<file path="src/design/pulse_width_stats_table_unit_macros.svh">
// Assertion macros for the pulse width statistics table.
`ifndef PULSE_WIDTH_STATS_TABLE_UNIT_MACROS_SVH
`define PULSE_WIDTH_STATS_TABLE_UNIT_MACROS_SVH
`ifndef SYNTHESIS
// Same-cycle implication on clk_i, quiet during reset.
`define PWST_ASSERT_NOW(lbl, pre, post) \
  lbl: assert property (@(posedge clk_i) disable iff (!rst_ni) (pre) |-> (post)) \
    else $error("pwst assertion failed");
// Next-cycle implication on clk_i, quiet during reset.
`define PWST_ASSERT_NEXT(lbl, pre, post) \
  lbl: assert property (@(posedge clk_i) disable iff (!rst_ni) (pre) |=> (post)) \
    else $error("pwst assertion failed");
`else
`define PWST_ASSERT_NOW(lbl, pre, post)
`define PWST_ASSERT_NEXT(lbl, pre, post)
`endif
`endif

</file>
<file path="src/design/pwst_pkg.sv">
// Shared types, constants and the width binning function.
package pwst_pkg;

  localparam int unsigned MAX_SENSORS_DEF = 8;
  localparam int unsigned HIST_BUCKETS    = 13;
  localparam int unsigned BIN_W           = 4;

  typedef enum logic [2:0] {
    OP_PULSE       = 3'd0,
    OP_EMPTY       = 3'd1,
    OP_ERROR       = 3'd2,
    OP_TICK        = 3'd3,
    OP_CLEAR_STATS = 3'd4,
    OP_READ_SENSOR = 3'd5,
    OP_READ_BUCKET = 3'd6,
    OP_CLEAR_ALL   = 3'd7
  } op_e;

  localparam logic [1:0] ERR_CHECKSUM = 2'd0;
  localparam logic [1:0] ERR_PRESENCE = 2'd1;

  typedef enum logic {
    BK_IDLE,
    BK_EXEC
  } bk_state_e;

  typedef logic [7:0] limit_arr_t [HIST_BUCKETS-1];
  localparam limit_arr_t BUCKET_LIMIT = '{
    8'd2, 8'd4, 8'd6, 8'd9, 8'd12, 8'd14, 8'd19, 8'd24, 8'd29, 8'd39, 8'd49, 8'd59
  };

  typedef struct packed {
    logic [2:0]  opcode;
    logic [63:0] rom_id;
    logic        rom_present;
    logic [7:0]  pulse_width;
    logic        last_pulse;
    logic [1:0]  error_kind;
    logic [3:0]  read_index;
  } in_word_t;

  typedef struct packed {
    logic [3:0]  sensor_slot;
    logic [63:0] rom_out;
    logic [7:0]  min_width;
    logic [7:0]  max_width;
    logic [31:0] capture_count;
    logic [31:0] error_sum;
    logic [31:0] bucket_count;
    logic [31:0] cycle_total;
    logic [31:0] error_total;
    logic        entry_valid;
  } out_word_t;

  // Classified word passed from front to back.
  typedef struct packed {
    op_e              op;
    logic [63:0]      rom_id;
    logic             rom_present;
    logic [7:0]       pulse_width;
    logic             last_pulse;
    logic [1:0]       error_kind;
    logic [3:0]       read_index;
    logic [BIN_W-1:0] bin;
  } cls_t;

  // First bucket whose limit is not below the width; last bucket otherwise.
  function automatic logic [BIN_W-1:0] width_bin(input logic [7:0] w);
    logic [BIN_W-1:0] b;
    b = BIN_W'(HIST_BUCKETS - 1);
    for (int i = HIST_BUCKETS - 2; i >= 0; i--) begin
      if (w <= BUCKET_LIMIT[i]) b = BIN_W'(i);
    end
    return b;
  endfunction

endpackage

</file>
<file path="src/design/pwst_front.sv">
// Front end: decodes and bins each input word into a two-entry queue.
module pwst_front (
  input  logic             clk_i,
  input  logic             rst_ni,
  input  logic             in_valid_i,
  output logic             in_stall_o,
  input  pwst_pkg::in_word_t in_word_i,
  output logic             q_valid_o,
  output pwst_pkg::cls_t   q_word_o,
  input  logic             q_pop_i
);
  import pwst_pkg::*;

  cls_t       mem_q [2];
  logic       wr_ptr_q, rd_ptr_q;
  logic [1:0] cnt_q;
  logic       push;
  cls_t       cls;

  assign in_stall_o = (cnt_q == 2'd2);
  assign push       = in_valid_i && !in_stall_o;
  assign q_valid_o  = (cnt_q != 2'd0);
  assign q_word_o   = mem_q[rd_ptr_q];

  always_comb begin
    cls.op          = op_e'(in_word_i.opcode);
    cls.rom_id      = in_word_i.rom_id;
    cls.rom_present = in_word_i.rom_present;
    cls.pulse_width = in_word_i.pulse_width;
    cls.last_pulse  = in_word_i.last_pulse;
    cls.error_kind  = in_word_i.error_kind;
    cls.read_index  = in_word_i.read_index;
    cls.bin         = width_bin(in_word_i.pulse_width);
  end

  always_ff @(posedge clk_i) begin
    if (push) mem_q[wr_ptr_q] <= cls;
  end

  always_ff @(posedge clk_i or negedge rst_ni) begin
    if (!rst_ni) begin
      wr_ptr_q <= 1'b0;
      rd_ptr_q <= 1'b0;
      cnt_q    <= 2'd0;
    end else begin
      if (push) wr_ptr_q <= !wr_ptr_q;
      if (q_pop_i) rd_ptr_q <= !rd_ptr_q;
      case ({push, q_pop_i})
        2'b10:   cnt_q <= cnt_q + 2'd1;
        2'b01:   cnt_q <= cnt_q - 2'd1;
        default: cnt_q <= cnt_q;
      endcase
    end
  end
endmodule

</file>
<file path="config.mk">
export PLATFORM = sky130hd
export DESIGN_NAME = pwst_front
export DESIGN_NICKNAME = d
export VERILOG_FILES = /design/src/design/pulse_width_stats_table_unit_macros.svh /design/src/design/pwst_pkg.sv /design/src/design/pwst_front.sv
export SDC_FILE = /design/constraint.sdc
export NUM_CORES = 1
export LEC_CHECK = 0
export ABC_AREA = 1
export BUFFER_PORTS_ARGS = -buffer_cell sky130_fd_sc_hd__buf_2
export CAP_MARGIN = 20
export CORE_AREA = 2 2 142 144
export CTS_CLUSTER_SIZE = 10
export DETAILED_ROUTE_END_ITERATION = 12
export DIE_AREA = 0 0 144 146
export GPL_ROUTABILITY_DRIVEN = 0
export PLACE_DENSITY_LB_ADDON = 0.2
export SYNTH_ARGS = -nofsm -noshare
export SYNTH_HDL_FRONTEND = slang
export SYNTH_SLANG_ARGS = --single-unit
</file>
<file path="constraint.sdc">
create_clock -name clk_i -period 4.97 [get_ports clk_i]
set_input_delay 0 -clock clk_i [delete_from_list [all_inputs] [get_ports clk_i]]
set_output_delay 0 -clock clk_i [all_outputs]
set_load 0.01 [all_outputs]
</file>
==> key figures <==
STA
  – Tcrit/Tclk final: 50.4%
  – Setup TNS Final: 0 ns
  – Unrepaired setup endpoints after global routing: false
  – Worst Skew: ~0.0082 ns
  – Count of final setup violators: 0
  – Fmax: between 300 and 400 MHz
  – Tmin final: about 2.5 ns
  – Final Hold Fails: 0
  – Slew at the pin closest to its max-slew limit: between 0.7 and 0.8 ns
  – Rel. slew slack: 52.9%
  – Slew Viols, Final: 0

Detailed routing
  – Total wire length: 14.1 mm
  – First DRT Iteration DRCs: 224
  – # DRC: 0
  – Vias per cell: approximately 4.4
  – Wire length per cell: approximately 16 µm
  – Number of antenna-violating nets in the routed design: 0
  – Drt first pass iters: 4
  – Routed vias: 3935

Clocking
  – Worst skew pair latency: between 0.4 and 0.5 ns
  – Clock H-tree levels: 4
  – Total CTS buffers: 17
  – Clock Pin Slew Worst Setup and Hold Paths: roughly 0.060 ns
  – Clock Path Buffers: 2
  – Sink Count: approximately 180
  – Postcts setup bufs: 0
  – Clk root buf: clkbuf_16
  – CTS tree: done

Setup path
  – Worst path arrival time: 2.51 ns
  – Critical path capture point type: output pin
  – Crit path kind: register to output pin
  – Crit path required time: about 5 ns
  – Crit path max fanout: roughly 50
  – Worst setup SP type: register
  – Worst R2R Path Depth: 4

Die
  – Ports: approximately 180
  – Starting density of the core: a little over a third
  – Die ar.: between 20000 and 25000 µm²
  – Die Y: 146 µm
  – Cell row count: 51
  – Core area: slightly below 20000 µm²
  – Width of the chip: roughly 140 µm

GRT
  – Initial antenna violation count: 0
  – Total grt overflow: 0
  – GRT Max-Usage Layer: met2
  – Overall Global Routing Usage: a little over an eighth
  – Number of global-route vias before repair: between 4000 and 5000
  – Largest net degree at the start of global routing: 54
  – First-pass GRT wire length: around 22 mm
  – GR Util met3: about 4.4%
  – GRT met2 Usage: 22.5%
  – Met1 GRT Util: around 17%

Synth
  – Top_reg_cell synth: edfxtp_1
  – Post-synthesis sequential area ratio: 79.3%
  – Share of synthesized flip-flops with an asynchronous set or reset: under 10%
  – Yosys reg bits: between 150 and 200
  – Syn_nets: 430
  – Synth top area share: between 70 and 80%
  – Synth warnings: 0
  – Synthesized instance count: ~340
  – Dominant cell type by area after synthesis: edfxtp_1
  – Dominant cells by area after synthesis: edfxtp_1 (78%), mux2_2 (13%), mux2_1 (1.7%)
  – Post-synth EDFFs: roughly 170
  – Netlist cell types: 27
  – Synthesized area per cell: 19.6 µm²
  – Post-Syn Area: 6720 µm²

Placement
  – Post-DP Area: slightly below 8000 µm²
  – Inst Count DP: approximately 770
  – IO Port Bufs: 175
  – DP HPWL: 8.62 mm

Job
  – Max-cap violations: 0

Power
  – PD cells: roughly 520 nW/µm²
  – Switch share: between 20 and 30%
  – Sw Pwr: between 0.001 and 0.0015 W
  – Leak: about 3.6 nW
  – Register share of total power: between 40% and 50%
  – Int Pwr: about 0.0035 W
  – Tot Pwr: 0.00491 W
  – Clock share of power: 26.3%
  – Peak VDD IR: between 300 and 400 µV
  – Combinational power share: between 20 and 30%

Final layout
  – Fraction of layout cells with a size suffix above 1: 47.3%
  – Final Net Count: 704
  – P&R area growth vs syn: 39.9%
  – Final non-filler cell total: around 890
  – Most common cell after layout, fill and taps aside: buf_2
  – Most frequent cells in the layout: buf_2 (175), edfxtp_1 (174), dlygate4sd3_1 (86), mux2_2 (77), nand2_1 (21)
  – Post-route cell area: ~9400 µm²
  – Number of antenna diodes: 0

Worst hold path
  – Hold WC Path Type: primary input to register
  – Hold Path Depth: 3

Status
  – Status: complete, no violations
## metrics by stage
| stage | hold WS, ns | worst slack (ns) | utilization [%] |
|---|---|---|---|
| 6_report | 0.0763 | 2.46 | 48.6 |
| 5_1_grt | 0.112 | 2.30 | 48.6 |
| 4_1_cts | 0.0611 | 2.38 | 48.4 |
| 3_5_place_dp | -0.187 | 2.55 | 41.0 |
| 3_3_place_gp | -0.189 | 2.63 | 41.0 |
| 2_1_floorplan | -0.296 | 0.230 | - |
## final cells by class
class,count,area [µm²]
multi-input cells,142,1300
well taps,265,332
flip-flops and latches,178,5330
clock inverters,13,138
fillers,1696,9940
inverters,11,41.3
repair buffers,266,1820
clock buffers,18,429
## metal layers
layer	vias to the layer above	wire (µm)
met2	126	6830
li1	1865	-
met4	0	132
met1	1934	6180
met5	-	0
met3	10	940
## Yosys cell counts (2+ instances only)
library cell and count:
edfxtp_1 174, mux2_2 77, nand2_1 21, inv_1 11
buf_2 10, mux2_1 10, nand3_1 5, nor2_1 5
a21oi_1 4, dfrtp_1 4, xor2_1 3, nand2_2 2
nor2_2 2
## power groups by stage
stage               Sequential [W]  Clock, W  Combinational [W]
floorplan                  0.00218         0           0.000889
global placement           0.00221         0            0.00137
detailed placement         0.00223         0            0.00138
CTS                        0.00220   0.00133            0.00144
global route               0.00223   0.00140            0.00156
finish                     0.00219   0.00129            0.00143
## worst max-delay path: stages, from the launching register on
cell     delay [ns]
dfrtp_4        0.78
buf_4          0.68
mux2_2         0.42
buf_2          0.14
## what timing repair did
action	in CTS	in global routing
resized for setup	0	0
hold buffers	86	0
hold endpoints to repair	172	0
## logic make-up after synthesis
kind of cell	after synthesis	share of synthesized area, %
compound gates	13	1.42
xor+xnor	4	0.522
fa+ha+maj	1	0.186
buf+inv	22	1.53
flops	178	79.3
mux	87	14.6
simple gates	37	2.46
## worst paths after layout
path / to / startpoint / slack (ns)
max in group asynchronous: rd_ptr_q / rst_ni / 4.30
worst min register to register: cnt_q[0] / cnt_q[0] / 0.57
worst max-delay path: q_word_o[70] / rd_ptr_q / 2.46
worst min-delay path: wr_ptr_q / in_valid_i / 0.08
worst max register to register: mem_q[1][45] / cnt_q[0] / 3.06
min in group asynchronous: rd_ptr_q / rst_ni / 0.48
## flip-flops by register name, summed over array words and instances (netlist names)
name	cells
wr_ptr_q	1
cnt_q	2
rd_ptr_q	1
mem_q	174
Power figures use the tool's default switching activity.
